==> src/rtl/core/hhlp_pkg.sv <==
`timescale 1ns / 1ps
`default_nettype none
// ----------------------------------------------------------------------------
// hhlp_pkg
// Types, codes, byte class lookup and transition function of the HTTP
// header line parser.
// ----------------------------------------------------------------------------
package hhlp_pkg;

  localparam int MAX_LINE_DEF = 4096;
  localparam int OFS_OUT_W    = 12;
  localparam int CLASS_W      = 7;
  localparam int TDATA_OUT_W  = 56;

  typedef logic [CLASS_W-1:0] class_t;

  localparam class_t CL_NONE       = 7'd0;
  localparam class_t CL_NAME_LAST  = 7'd38;
  localparam class_t CL_COLON      = 7'd58;
  localparam class_t CL_VALUE_LAST = 7'd67;
  localparam class_t CL_SP         = 7'd68;
  localparam class_t CL_TAB        = 7'd69;
  localparam class_t CL_CR         = 7'd70;
  localparam class_t CL_LF         = 7'd71;

  typedef enum logic [2:0] {
    ST_START = 3'd0,
    ST_NAME  = 3'd1,
    ST_SPACE = 3'd2,
    ST_VALUE = 3'd3,
    ST_CR    = 3'd4,
    ST_DONE  = 3'd5,
    ST_BAD   = 3'd6
  } state_t;

  typedef enum logic [1:0] {
    STAT_COMPLETE  = 2'd0,
    STAT_MALFORMED = 2'd1,
    STAT_BAD_BYTE  = 2'd2,
    STAT_BUF_END   = 2'd3
  } status_t;

  function automatic class_t byte_class(input logic [7:0] b);
    class_t c;
    case (b)
      8'h09: c = CL_TAB;
      8'h0A: c = CL_LF;
      8'h0D: c = CL_CR;
      8'h20: c = CL_SP;
      8'h21: c = 7'd39;
      8'h22: c = 7'd60;
      8'h23: c = 7'd40;
      8'h24: c = 7'd41;
      8'h25: c = 7'd42;
      8'h26: c = 7'd43;
      8'h27: c = 7'd44;
      8'h28: c = 7'd51;
      8'h29: c = 7'd52;
      8'h2A: c = 7'd46;
      8'h2B: c = 7'd47;
      8'h2C: c = 7'd56;
      8'h2D: c = 7'd37;
      8'h2E: c = 7'd48;
      8'h2F: c = 7'd61;
      8'h3A: c = CL_COLON;
      8'h3B: c = 7'd57;
      8'h3C: c = 7'd53;
      8'h3D: c = 7'd65;
      8'h3E: c = 7'd54;
      8'h3F: c = 7'd64;
      8'h40: c = 7'd55;
      8'h5B: c = 7'd62;
      8'h5C: c = 7'd59;
      8'h5D: c = 7'd63;
      8'h5E: c = 7'd49;
      8'h5F: c = CL_NAME_LAST;
      8'h60: c = 7'd45;
      8'h7B: c = 7'd66;
      8'h7D: c = CL_VALUE_LAST;
      8'h7E: c = 7'd50;
      default: begin
        if (b >= 8'h30 && b <= 8'h39) begin
          c = 7'(b - 8'h15);
        end else if (b >= 8'h41 && b <= 8'h5A) begin
          c = 7'(b - 8'h40);
        end else if (b >= 8'h61 && b <= 8'h7A) begin
          c = 7'(b - 8'h60);
        end else begin
          c = CL_NONE;
        end
      end
    endcase
    return c;
  endfunction

  function automatic state_t next_state(input state_t st, input class_t cls);
    state_t ns;
    if (st == ST_CR) begin
      ns = (cls == CL_LF) ? ST_DONE : ST_BAD;
    end else if (st == ST_DONE || st == ST_BAD) begin
      ns = ST_BAD;
    end else if (cls == CL_CR) begin
      ns = ST_CR;
    end else if (cls == CL_LF) begin
      ns = ST_DONE;
    end else begin
      case (st)
        ST_START: ns = (cls <= CL_NAME_LAST) ? ST_NAME : ST_BAD;
        ST_NAME: begin
          if (cls <= CL_NAME_LAST) begin
            ns = ST_NAME;
          end else begin
            ns = (cls == CL_COLON) ? ST_SPACE : ST_BAD;
          end
        end
        ST_SPACE: ns = (cls <= CL_VALUE_LAST) ? ST_VALUE : ST_SPACE;
        default:  ns = ST_VALUE;
      endcase
    end
    return ns;
  endfunction

endpackage
`default_nettype wire

==> src/rtl/core/http_header_line_parser.sv <==
`timescale 1ns / 1ps
`default_nettype none
// ----------------------------------------------------------------------------
// http_header_line_parser
// Table driven byte parser for one HTTP header line; at most one result beat per line.
// Pipeline: an input beat passes the input register, then class lookup and state
//   update, then the result register.
// Throughput: one byte per cycle while the sink accepts; a result beat held
//   by the sink stalls the input until it drains.
// Reset: the parser waits for a beat with line_start set; both stages empty.
// ----------------------------------------------------------------------------
module http_header_line_parser #(
  parameter int MAX_LINE = hhlp_pkg::MAX_LINE_DEF
) (
  input  wire logic        clk,
  input  wire logic        rst,
  input  wire logic        s_tvalid,
  output logic             s_tready,
  input  wire logic [7:0]  s_tdata,   // [7:0] data_byte
  input  wire logic [0:0]  s_tuser,   // [0] line_start
  input  wire logic        s_tlast,   // buffer_last
  output logic             m_tvalid,
  input  wire logic        m_tready,
  output logic [hhlp_pkg::TDATA_OUT_W-1:0] m_tdata,
  // [11:0] name_start, [12] name_start_valid, [24:13] name_end,
  // [25] name_end_valid, [37:26] value_start, [38] value_start_valid,
  // [50:39] value_end, [51] value_end_valid, [55:52] zero
  output logic [1:0]       m_tuser    // [1:0] status
);

  localparam int OFS_W = $clog2(MAX_LINE);
  localparam logic [OFS_W-1:0] OFS_MAX = OFS_W'(MAX_LINE - 1);

  typedef logic [OFS_W-1:0] ofs_t;

  function automatic logic [hhlp_pkg::OFS_OUT_W-1:0] ofs_out(input ofs_t x);
    logic [31:0] w;
    w = 32'(x);
    return w[hhlp_pkg::OFS_OUT_W-1:0];
  endfunction

  // input stage
  logic       in_valid;
  logic [7:0] in_data;
  logic       in_start;
  logic       in_last;
  logic       advance;

  // parser state
  hhlp_pkg::state_t parse_state;
  logic  line_active;
  ofs_t  byte_offset;
  ofs_t  name_start_reg;
  logic  name_start_seen;
  ofs_t  name_end_reg;
  logic  name_end_seen;
  ofs_t  value_start_reg;
  logic  value_start_seen;
  ofs_t  raw_end_reg;
  logic  raw_end_seen;
  ofs_t  last_nonspace;

  // step logic
  logic             act;
  hhlp_pkg::state_t cur_state;
  ofs_t             pos;
  ofs_t             pos_inc;
  hhlp_pkg::class_t cls;
  logic             bad_byte;
  hhlp_pkg::state_t ns;
  hhlp_pkg::state_t parse_state_next;
  ofs_t  name_start_next;
  logic  name_start_seen_next;
  ofs_t  name_end_next;
  logic  name_end_seen_next;
  ofs_t  value_start_next;
  logic  value_start_seen_next;
  ofs_t  raw_end_next;
  logic  raw_end_seen_next;
  ofs_t  last_nonspace_next;
  ofs_t  value_end_next;
  logic  emit;
  hhlp_pkg::status_t status_next;

  // result stage
  logic              out_valid;
  hhlp_pkg::status_t out_status;
  logic [hhlp_pkg::TDATA_OUT_W-1:0] out_data;

  assign advance  = in_valid && (!out_valid || m_tready);
  assign s_tready = !in_valid || advance;

  always_ff @(posedge clk) begin
    if (rst) begin
      in_valid <= 1'b0;
    end else if (s_tready) begin
      in_valid <= s_tvalid;
    end
    if (s_tready && s_tvalid) begin
      in_data  <= s_tdata;
      in_start <= s_tuser[0];
      in_last  <= s_tlast;
    end
  end

  always_comb begin
    act       = in_start || line_active;
    cur_state = in_start ? hhlp_pkg::ST_START : parse_state;
    pos       = in_start ? '0 : byte_offset;
    pos_inc   = (pos < OFS_MAX) ? ofs_t'(pos + 1'b1) : pos;
    cls       = hhlp_pkg::byte_class(in_data);
    bad_byte  = (cls == hhlp_pkg::CL_NONE);
    ns        = hhlp_pkg::next_state(cur_state, cls);

    name_start_next       = in_start ? '0 : name_start_reg;
    name_start_seen_next  = in_start ? 1'b0 : name_start_seen;
    name_end_next         = in_start ? '0 : name_end_reg;
    name_end_seen_next    = in_start ? 1'b0 : name_end_seen;
    value_start_next      = in_start ? '0 : value_start_reg;
    value_start_seen_next = in_start ? 1'b0 : value_start_seen;
    raw_end_next          = in_start ? '0 : raw_end_reg;
    raw_end_seen_next     = in_start ? 1'b0 : raw_end_seen;
    last_nonspace_next    = in_start ? '0 : last_nonspace;
    parse_state_next      = cur_state;

    if (!bad_byte) begin
      parse_state_next = ns;
      if (ns != cur_state) begin
        case (ns)
          hhlp_pkg::ST_NAME: begin
            name_start_next      = pos;
            name_start_seen_next = 1'b1;
          end
          hhlp_pkg::ST_SPACE, hhlp_pkg::ST_DONE: begin
            if (!name_end_seen_next) begin
              name_end_next      = pos;
              name_end_seen_next = 1'b1;
            end
            raw_end_next      = pos;
            raw_end_seen_next = 1'b1;
          end
          hhlp_pkg::ST_VALUE: begin
            value_start_next      = pos;
            value_start_seen_next = 1'b1;
          end
          default: begin
          end
        endcase
      end
      if (ns == hhlp_pkg::ST_VALUE && cls != hhlp_pkg::CL_SP && cls != hhlp_pkg::CL_TAB) begin
        last_nonspace_next = pos_inc;
      end
    end

    emit        = 1'b1;
    status_next = hhlp_pkg::STAT_BUF_END;
    if (bad_byte) begin
      status_next = hhlp_pkg::STAT_BAD_BYTE;
    end else if (ns == hhlp_pkg::ST_DONE) begin
      status_next = hhlp_pkg::STAT_COMPLETE;
    end else if (ns == hhlp_pkg::ST_BAD) begin
      status_next = hhlp_pkg::STAT_MALFORMED;
    end else if (!in_last) begin
      emit = 1'b0;
    end

    value_end_next = raw_end_next;
    if (value_start_seen_next && last_nonspace_next < raw_end_next) begin
      value_end_next = last_nonspace_next;
    end
  end

  always_ff @(posedge clk) begin
    if (rst) begin
      line_active <= 1'b0;
      parse_state <= hhlp_pkg::ST_START;
    end else if (advance && act) begin
      line_active <= !emit;
      parse_state <= parse_state_next;
    end
    if (advance && act) begin
      byte_offset      <= pos_inc;
      name_start_reg   <= name_start_next;
      name_start_seen  <= name_start_seen_next;
      name_end_reg     <= name_end_next;
      name_end_seen    <= name_end_seen_next;
      value_start_reg  <= value_start_next;
      value_start_seen <= value_start_seen_next;
      raw_end_reg      <= raw_end_next;
      raw_end_seen     <= raw_end_seen_next;
      last_nonspace    <= last_nonspace_next;
    end
  end

  always_ff @(posedge clk) begin
    if (rst) begin
      out_valid <= 1'b0;
    end else if (advance && act && emit) begin
      out_valid <= 1'b1;
    end else if (m_tready) begin
      out_valid <= 1'b0;
    end
    if (advance && act && emit) begin
      out_status <= status_next;
      out_data   <= {4'b0000,
                     raw_end_seen_next, ofs_out(value_end_next),
                     value_start_seen_next, ofs_out(value_start_next),
                     name_end_seen_next, ofs_out(name_end_next),
                     name_start_seen_next, ofs_out(name_start_next)};
    end
  end

  assign m_tvalid = out_valid;
  assign m_tdata  = out_data;
  assign m_tuser  = out_status;

  a_value_needs_name_end: assert property (@(posedge clk) disable iff (rst)
    line_active && value_start_seen |-> name_end_seen)
    else $error("value start recorded without name end");

  a_open_line_not_ended: assert property (@(posedge clk) disable iff (rst)
    line_active |-> parse_state != hhlp_pkg::ST_DONE && parse_state != hhlp_pkg::ST_BAD)
    else $error("line still open in an end state");

  a_offset_saturates: assert property (@(posedge clk) disable iff (rst)
    line_active |-> byte_offset <= OFS_MAX)
    else $error("byte offset beyond line limit");

  a_complete_has_end: assert property (@(posedge clk) disable iff (rst)
    m_tvalid && m_tuser == hhlp_pkg::STAT_COMPLETE |-> m_tdata[51] && m_tdata[25])
    else $error("complete line without recorded ends");

endmodule
`default_nettype wire

==> config.mk <==
export PLATFORM = sky130hd
export DESIGN_NAME = http_header_line_parser
export DESIGN_NICKNAME = d
export VERILOG_FILES = /design/src/rtl/core/hhlp_pkg.sv /design/src/rtl/core/http_header_line_parser.sv
export SDC_FILE = /design/constraint.sdc
export NUM_CORES = 1
export LEC_CHECK = 0
export ABC_CLOCK_PERIOD_IN_PS = 14200
export BUFFER_PORTS_ARGS = -buffer_cell sky130_fd_sc_hd__buf_2
export CAP_MARGIN = 20
export CORE_AREA = 10 10 122 124
export DETAILED_ROUTE_END_ITERATION = 8
export DIE_AREA = 0 0 132 134
export HOLD_SLACK_MARGIN = 0.03
export PLACE_DENSITY = 0.84
export SLEW_MARGIN = 20
export SYNTH_ARGS = -nofsm -noshare
export SYNTH_HDL_FRONTEND = slang
export SYNTH_SLANG_ARGS = --single-unit
export TNS_END_PERCENT = 1
==> constraint.sdc <==
create_clock -name clk -period 14.2 [get_ports clk]
set_clock_uncertainty 0.1 [all_clocks]
set_input_delay 0 -clock clk [delete_from_list [all_inputs] [get_ports clk]]
set_output_delay 0 -clock clk [all_outputs]
set_load 0.03 [all_outputs]
==> summary.txt, run 1 <==
Std-Cell Rows: 41
#FFs+latches synth: 146
worst vdd ir: 0.0933 mV
DP Wirelength: 12700 um
Die Y: 134 um
met2 Usage GRT: 0.350
critical path fanouts, max: 18
nets: 780
Die ar.: 17700 um^2
period utilisation layout: 0.507
CP peak stage delay: 700 ps
Static Leakage: 3.55 nW
Synthesis Warnings: 0
Buf/Inv on CP: 2
outcome: completed
worst slew pin tran: 1080 ps
crit path kind: flip-flop to flip-flop
internal power: 0.814 mW
Peak Freq: 139 MHz
drt first pass iters: 6
Flop pwr share: 0.460
port bufs: 69
Antenna diodes: 0
H-tree depth: 4
footprint of the multi-input gates: 3150 um^2
crit path cell chain: inv_1 -> ha_1 -> or3b_1 -> nor3_1 -> nor2_1 -> and4_1 -> a31oi_4 -> a211oi_2 -> or3_4 -> a22oi_1 -> o221a_2 -> a22o_1 -> mux2_2 -> nand2_1 -> ha_1 -> a21o_1 -> a21o_1 -> a21oi_1 -> o21ai_0 -> a221oi_2 -> buf_4 -> mux2_1
Post-synth EDFFs: 140
Clk Latency, worst-skew pair: 430 ps
Worst path top cell family by delay: compound AO/OA/AOI/OAI gates
# fillers: 875
Hold Violations, Final: 0
CTS buffer count: 17
grt total ovfl: 0
Final ANT Viol Nets: 0
Die X: 132 um
post-CTS setup buffers: 0
CP startpoint kind: flip-flop
Final Critical Period: 7200 ps
Routed Wire Length: 19300 um
IO Pins: 74
Netlist cell types: 84
clock sink total: 146
first-pass GRT wire length: 30700 um
vias in the first global route: 5622
Critical Path Slowest Stage Cell: a22o_1
clk slew on worst S/H paths: 60 ps
via count: 5789
number of max-cap violations: 0
Cells after Synth: 674
Comb pwr share: 0.136
CP arrival: 7280 ps
Pwr Density: 124 nW/um^2
CP endpoint kind: flip-flop
area grow syn2layout: 14.4%
Post-Syn Area per Cell: 11.6 um^2
core area: 12500 um^2
Hold WC Path Type: input pin to flip-flop
cell area after synthesis: 7840 um^2
setup TNS: 0 ps
post-cts sizing count: 0
Post-synth ARST share: 0
most common cell after layout, fill and taps aside: edfxtp_1
sw frac: 0.265
WP data required: 14280 ps
Non-Filler Instances: 932
initial antenna violation count: 0
pre-CTS WS: 7180 ps
most frequent cells in the layout: 140 x edfxtp_1, 82 x nor2_1, 69 x buf_2, 59 x mux2i_1, 43 x nand2_1
Post-route DRC: 0
switching power: 0.294 mW
Core Util, Final: 0.719
gpl congestion: 0.949
share of cells above drive strength 1: 0.180
power share of the clock group: 0.403
Starting Density: 0.629
gr busiest metal: met2
largest net degree at the start of global routing: 82
setup ws final: 7000 ps
met3 Track Usage GR: 0.0474
main flop type after synthesis: edfxtp_1
Cells after DPL: 885
Largest register FFs: 52
Rel. slew slack: 0.278
GR Util met1: 0.278
CTS root buf: clkbuf_16
CTS Hold Bufs: 15
GRT Resource Usage Total: 0.215
Seq/Total Area, Yosys: 0.552
CTS tree: done
wire per inst: 20.7 um
Final Setup Violations: 0
CTS Buffer Depth: 2
total power: 1.11 mW
post-DR vias/cell: 6.21
DR iter-0 viols: 668
sequential cell area: 4320 um^2
Max Slew Vio Count: 0
RSZ-0062 raised after global routing: no
## power groups by stage
| stage | sequential, mW | clock [mW] | combinational, mW |
|---|---|---|---|
| finish | 0.510 | 0.447 | 0.151 |
| global route | 0.512 | 0.466 | 0.165 |
| detailed placement | 0.519 | 0 | 0.145 |
| global placement | 0.518 | 0 | 0.142 |
| CTS | 0.510 | 0.450 | 0.151 |
| floorplan | 0.525 | 0 | 0.106 |
## layer usage
layer,part of all wire,vias to the layer above
li1,-,2645
met1,0.42,2797
met5,0,-
met3,0.080,38
met2,0.48,309
met4,0.019,0
## final timing paths
check,cells past startpoint,slack [ps],from,endpoint
worst max register to register,22,7000,in_data[1]$_DFFE_PP_,m_tdata[45]$_DFFE_PP_
worst max-delay path,22,7000,in_data[1]$_DFFE_PP_,m_tdata[45]$_DFFE_PP_
worst min register to register,2,400,line_active$_SDFFE_PP0P_,line_active$_SDFFE_PP0P_
worst min-delay path,2,180,s_tdata[3],in_data[3]$_DFFE_PP_
## final cells by class
cell class / count / area share
Timing Repair Buffer: 91 / 0.0615
Clock buffer: 18 / 0.0479
Multi-Input combinational cell: 453 / 0.351
Tap cell: 172 / 0.0240
Inverter: 38 / 0.0159
Clock inverter: 14 / 0.0170
Sequential cell: 146 / 0.482
## Yosys cell counts, types with 3 or more instances
cell         n  share of area
a21o_1       5         0.0048
inv_1       38          0.018
o21ai_1      5         0.0032
nand2b_1    13          0.010
o32ai_1      3         0.0034
buf_2       11         0.0070
nand4_1     10         0.0080
o21a_1       9         0.0086
and3_1       7         0.0056
a31oi_1      5         0.0040
nor2_1      82          0.039
ha_1        19          0.030
edfxtp_1   140           0.54
nand4bb_1    3         0.0043
nor2b_1     17          0.014
a22oi_1      3         0.0029
clkbuf_1    14         0.0067
or3_1        4         0.0032
a211oi_2     4         0.0064
a21oi_1     17          0.011
o211ai_1     4         0.0038
nand2_1     43          0.021
mux2_2       9          0.013
dfxtp_1      6          0.015
buf_6        5         0.0072
mux2_1       3         0.0043
o311a_1      3         0.0038
buf_4        9         0.0086
o21ai_0     19          0.012
mux2i_1     59          0.075
xnor2_1      4         0.0045
xor2_1       4         0.0045
nor3_1      18          0.011
nand3_1     13         0.0083
o211a_1      4         0.0051
## worst reg2reg max path, stage by stage (launching register included)
cell,delay [ps]
edfxtp_1,510
inv_1,190
ha_1,410
or3b_1,520
nor3_1,300
nor2_1,160
and4_1,270
a31oi_4,270
a211oi_2,80
or3_4,430
a22oi_1,220
o221a_2,240
a22o_1,700
mux2_2,440
nand2_1,110
ha_1,280
a21o_1,170
a21o_1,170
a21oi_1,140
o21ai_0,110
a221oi_2,540
buf_4,300
mux2_1,330
## kinds of logic (layout without fill, tap and decap cells)
family                     after synthesis  count (layout)  synth area share
adders and majority gates               19              19            0.0303
DFF                                    146             146             0.552
other                                    1               4          0.000479
muxes                                   72              72            0.0945
and+or+nand+nor                        235             235             0.155
xor gates and xnor gates                 8               8           0.00894
AOI/OAI and AO/OA                      115             115             0.110
buffers and inverters                   78             161            0.0482
## metrics by stage
step	instance area, um^2	hold WS (ps)
finish	8970	180
CTS	8970	171
global route	8970	188
global placement	8220	76.0
detailed placement	8230	78.7
floorplan	7850	-27.6
No activity file was read; power rests on OpenSTA's default activity.
==> run 2, diff against run 1 <==
- ABC_CLOCK_PERIOD_IN_PS: 14200 -> 6750
- CORE_AREA: 10 10 122 124 -> 10 10 126 128
- DIE_AREA: 0 0 132 134 -> 0 0 136 138
- PLACE_DENSITY: 0.84 -> 0.79
- clock period: 14.2 -> 6.75 ns (I/O delays scaled with it)
==> summary.txt, run 2 (synthesized netlist as in run 1, its figures left out) <==
Hold WC Path Type: input pin to flip-flop
CTS Buffer Depth: 2
Rel. slew slack: 0.285
H-tree depth: 4
first-pass GRT wire length: 30300 um
wire per inst: 20.1 um
Std-Cell Rows: 43
WP data required: 6820 ps
critical path fanouts, max: 15
most frequent cells in the layout: 140 x edfxtp_1, 82 x nor2_1, 69 x buf_2, 59 x mux2i_1, 43 x nand2_1
Pwr Density: 261 nW/um^2
via count: 5739
Starting Density: 0.580
crit path cell chain: inv_1 -> ha_1 -> o311a_1 -> nand4b_1 -> o311a_1 -> and4_2 -> nand2_1 -> or3b_1 -> a211oi_2 -> a211oi_1 -> or3_1 -> a22o_2 -> buf_4 -> a31oi_1 -> ha_1 -> a211o_1 -> nor3_1 -> mux2i_1 -> a221oi_2 -> buf_4 -> mux2_1
number of max-cap violations: 0
DP Wirelength: 13000 um
reg2reg start: in_data[1]$_DFFE_PP_
Max Slew Vio Count: 0
CP peak stage delay: 490 ps
GRT Resource Usage Total: 0.202
CTS root buf: clkbuf_16
Die Y: 138 um
Cells after DPL: 902
CP endpoint kind: flip-flop
clock sink total: 146
Hold Violations, Final: 0
Critical Path Slowest Stage Cell: edfxtp_1
crit path kind: flip-flop to flip-flop
port bufs: 69
vias in the first global route: 5601
post-DR vias/cell: 6.05
Worst R2R Setup Slack: 370 ps
Antenna diodes: 0
setup TNS: 0 ps
Routed Wire Length: 19100 um
share of cells above drive strength 1: 0.193
worst vdd ir: 0.224 mV
core area: 13500 um^2
CP arrival: 6450 ps
RSZ-0062 raised after global routing: no
Largest register FFs: 52
largest net degree at the start of global routing: 82
area grow syn2layout: 15.7%
CTS tree: done
CTS buffer count: 17
gpl congestion: 0.968
initial antenna violation count: 0
Static Leakage: 3.59 nW
Clk Latency, worst-skew pair: 430 ps
# fillers: 1004
IO Pins: 74
worst slew pin tran: 1070 ps
clk slew on worst S/H paths: 60 ps
Peak Freq: 157 MHz
Die X: 136 um
CP startpoint kind: flip-flop
DR iter-0 viols: 545
hold path start: s_tdata[2]
total power: 2.37 mW
Final Setup Violations: 0
Post-route DRC: 0
Die ar.: 18800 um^2
first element of the critical path: in_data[1]$_DFFE_PP_
Final Critical Period: 6380 ps
drt first pass iters: 7
grt total ovfl: 0
outcome: completed
period utilisation layout: 0.945
Final ANT Viol Nets: 0
nets: 788
most common cell after layout, fill and taps aside: edfxtp_1
Non-Filler Instances: 948
[run 2: cell types whose count changed in the layout (fill, tap and decap cells not counted), sizes merged]
cell / delta
clkinvlp: +1
buf: +9
clkinv: -4
clkbuf: +1
inv: +1
dlygate4sd3: -1
bufinv: +1
[run 2: final cells by class]
type | instances | area, um^2 | share of cell area
flip-flops and latches | 146 | 4320 | 0.477
multi-input cells | 453 | 3160 | 0.349
repair buffers | 99 | 606 | 0.0668
clock buffers | 19 | 433 | 0.0478
well taps | 180 | 225 | 0.0248
clock inverters | 13 | 174 | 0.0192
inverters | 38 | 143 | 0.0157
[run 2: what timing repair did]
item,4_1_cts,5_1_grt
setup endpoints to repair,0,4
resized for setup,0,2
hold endpoints to repair,16,0
hold buffers,14,0
setup buffers,0,0
[run 2: path summary, 6_finish.rpt]
kind | depth (start not counted) | end
max | 21 | m_tdata[45]$_DFFE_PP_
max reg2reg | 21 | m_tdata[45]$_DFFE_PP_
min reg2reg | 2 | line_active$_SDFFE_PP0P_
min | 2 | in_data[2]$_DFFE_PP_
[run 2: metal layers]
metal	vias up	wire length [um]	global-route usage
met1	2780	7980	0.256
li1	2661	-	-
met5	-	0	0
met3	45	1470	0.0569
met4	0	434	0.0746
met2	253	9190	0.320
[run 2: worst max-delay path: cells and delay by family (launching register included)]
kind / cells / cell delay (ps)
AOI/OAI and AO/OA: 8 / 2230
adders and majority gates: 2 / 680
buffers and inverters: 3 / 610
DFF: 1 / 490
muxes: 2 / 450
and+or+nand+nor: 6 / 1570
[run 2: metrics by stage]
stage / setup slack (ps) / area [um^2] / util / hold slack, ps
finish: 371 / 9060 / 0.671 / 192
global route: 57.3 / 9060 / 0.671 / 198
CTS: 244 / 9060 / 0.671 / 184
detailed placement: 309 / 8310 / 0.616 / 78.6
global placement: 550 / 8310 / 0.616 / 75.9
floorplan: 846 / 7850 / - / -27.6
[run 2: where the power goes]
group	leakage (nW)	total, mW	internal, mW	switching [mW]
combinational	1.94	0.324	0.120	0.204
clock	0.291	0.972	0.589	0.383
sequential	1.36	1.07	1.05	0.0275
total	3.59	2.37	1.76	0.614
==> run 3, diff against run 2 <==
- ABC_CLOCK_PERIOD_IN_PS: 6750 -> unset
- CORE_AREA: 10 10 126 128 -> 10 10 137 139
- DIE_AREA: 0 0 136 138 -> 0 0 147 149
- GPL_TIMING_DRIVEN: unset -> 0
- PLACE_DENSITY: 0.79 -> 0.68
==> summary.txt, run 3 (synthesized netlist as in run 1, its figures left out) <==
Worst R2R Setup Slack: 280 ps
Clk Latency, worst-skew pair: 440 ps
gpl congestion: 0.929
Starting Density: 0.484
number of max-cap violations: 0
Max Slew Vio Count: 0
area grow syn2layout: 20.6%
Die ar.: 21900 um^2
Hold WC Path Type: input pin to flip-flop
most common cell after layout, fill and taps aside: edfxtp_1
via count: 5803
met2 Usage GRT: 0.305
nets: 827
CP most frequent cell: buf_6
core area: 16200 um^2
Largest register FFs: 52
post-DR vias/cell: 5.65
largest net degree at the start of global routing: 54
first-pass GRT wire length: 32500 um
Cell Area, Placed: 8580 um^2
Pwr Density: 255 nW/um^2
H-tree depth: 4
WP data required: 6820 ps
CTS Buffer Depth: 2
critical path fanouts, max: 10
CP endpoint kind: flip-flop
Design Area, Final: 9450 um^2
Final Critical Period: 6470 ps
CTS root buf: clkbuf_16
gr busiest metal: met2
met3 Track Usage GR: 0.0443
Critical Path Slowest Stage Cell: edfxtp_1
Hold Path Depth: 3
CP peak stage delay: 420 ps
Antenna diodes: 0
Static Leakage: 3.75 nW
clk slew on worst S/H paths: 70 ps
crit path kind: flip-flop to flip-flop
GRT Resource Usage Total: 0.187
share of cells above drive strength 1: 0.228
drt first pass iters: 5
period utilisation layout: 0.959
CTS tree: done
clock sink total: 146
IO Pins: 74
Peak Freq: 154 MHz
RSZ-0062 raised after global routing: no
DP Wirelength: 14300 um
port bufs: 69
Die Y: 149 um
Routed Wire Length: 20200 um
most frequent cells in the layout: 140 x edfxtp_1, 81 x buf_2, 81 x nor2_1, 58 x mux2i_1, 43 x nand2_1
initial antenna violation count: 0
worst slew pin tran: 816 ps
grt total ovfl: 0
Final Setup Violations: 0
vias in the first global route: 5933
Hold Violations, Final: 0
Rel. slew slack: 0.455
GR Util met1: 0.235
cell count along the critical path: 26
worst vdd ir: 0.191 mV
CP startpoint kind: flip-flop
CP arrival: 6550 ps
Buf/Inv on CP: 6
outcome: completed
Post-route DRC: 0
wire per inst: 19.7 um
CTS buffer count: 17
DR iter-0 viols: 579
Final ANT Viol Nets: 0
Core Util, Final: 0.584
Worst R2R Path Depth: 26
Worst path top cell family by delay: compound AO/OA/AOI/OAI gates
Std-Cell Rows: 47
Die X: 147 um
-- run 3: worst min-delay path: stages --
cell and delay (ps):
buf_2 90, nor2b_1 300, nor3b_4 140
-- run 3: report_power, final --
| group | internal (mW) | switching (mW) | total (mW) |
|---|---|---|---|
| sequential | 1.04 | 0.0192 | 1.06 |
| clock | 0.561 | 0.423 | 0.984 |
| combinational | 0.138 | 0.219 | 0.357 |
| total | 1.74 | 0.662 | 2.41 |
-- run 3: cell type report --
cell class / count / area, um^2
Clock buffer: 17 / 425
Clock inverter: 15 / 186
Buffer: 40 / 239
Tap cell: 220 / 275
Fill cell: 1322 / 6720
Sequential cell: 146 / 4320
Inverter: 38 / 143
Multi-Input combinational cell: 453 / 3210
Timing Repair Buffer: 98 / 647
-- run 3: metrics by stage --
stage | power, mW | hold WS [ps] | setup slack (ps) | setup TNS, ps | instances
detailed placement | 1.42 | 78.8 | 37.8 | 0 | 973
CTS | 2.41 | 163 | 83.8 | 0 | 1020
finish | 2.41 | 178 | 277 | 0 | 1027
global placement | 1.41 | 77.1 | -1460 | -82000 | 966
floorplan | 1.33 | -27.6 | 846 | 0 | 677
global route | 2.49 | 176 | 3.28 | 0 | 1027
-- run 3: routing by layer --
layer | wire [um] | share of wire
met1 | 8990 | 0.45
met2 | 9900 | 0.49
met3 | 908 | 0.045
met4 | 399 | 0.020
met5 | 0 | 0
-- run 3: worst paths after layout --
kind                            start                       end
min                          m_tready    raw_end_seen$_DFFE_PP_
max reg2reg      in_data[0]$_DFFE_PP_     m_tdata[41]$_DFFE_PP_
max              in_data[0]$_DFFE_PP_     m_tdata[41]$_DFFE_PP_
min reg2reg  line_active$_SDFFE_PP0P_  line_active$_SDFFE_PP0P_
-- run 3: what timing repair did --
action | in CTS | in global routing
gates resized for setup | 1 | 18
hold buffers | 15 | 0
pin swaps | 0 | 2
hold endpoints to repair | 16 | 0
buffers inserted | 0 | 7
setup endpoints to repair | 1 | 12
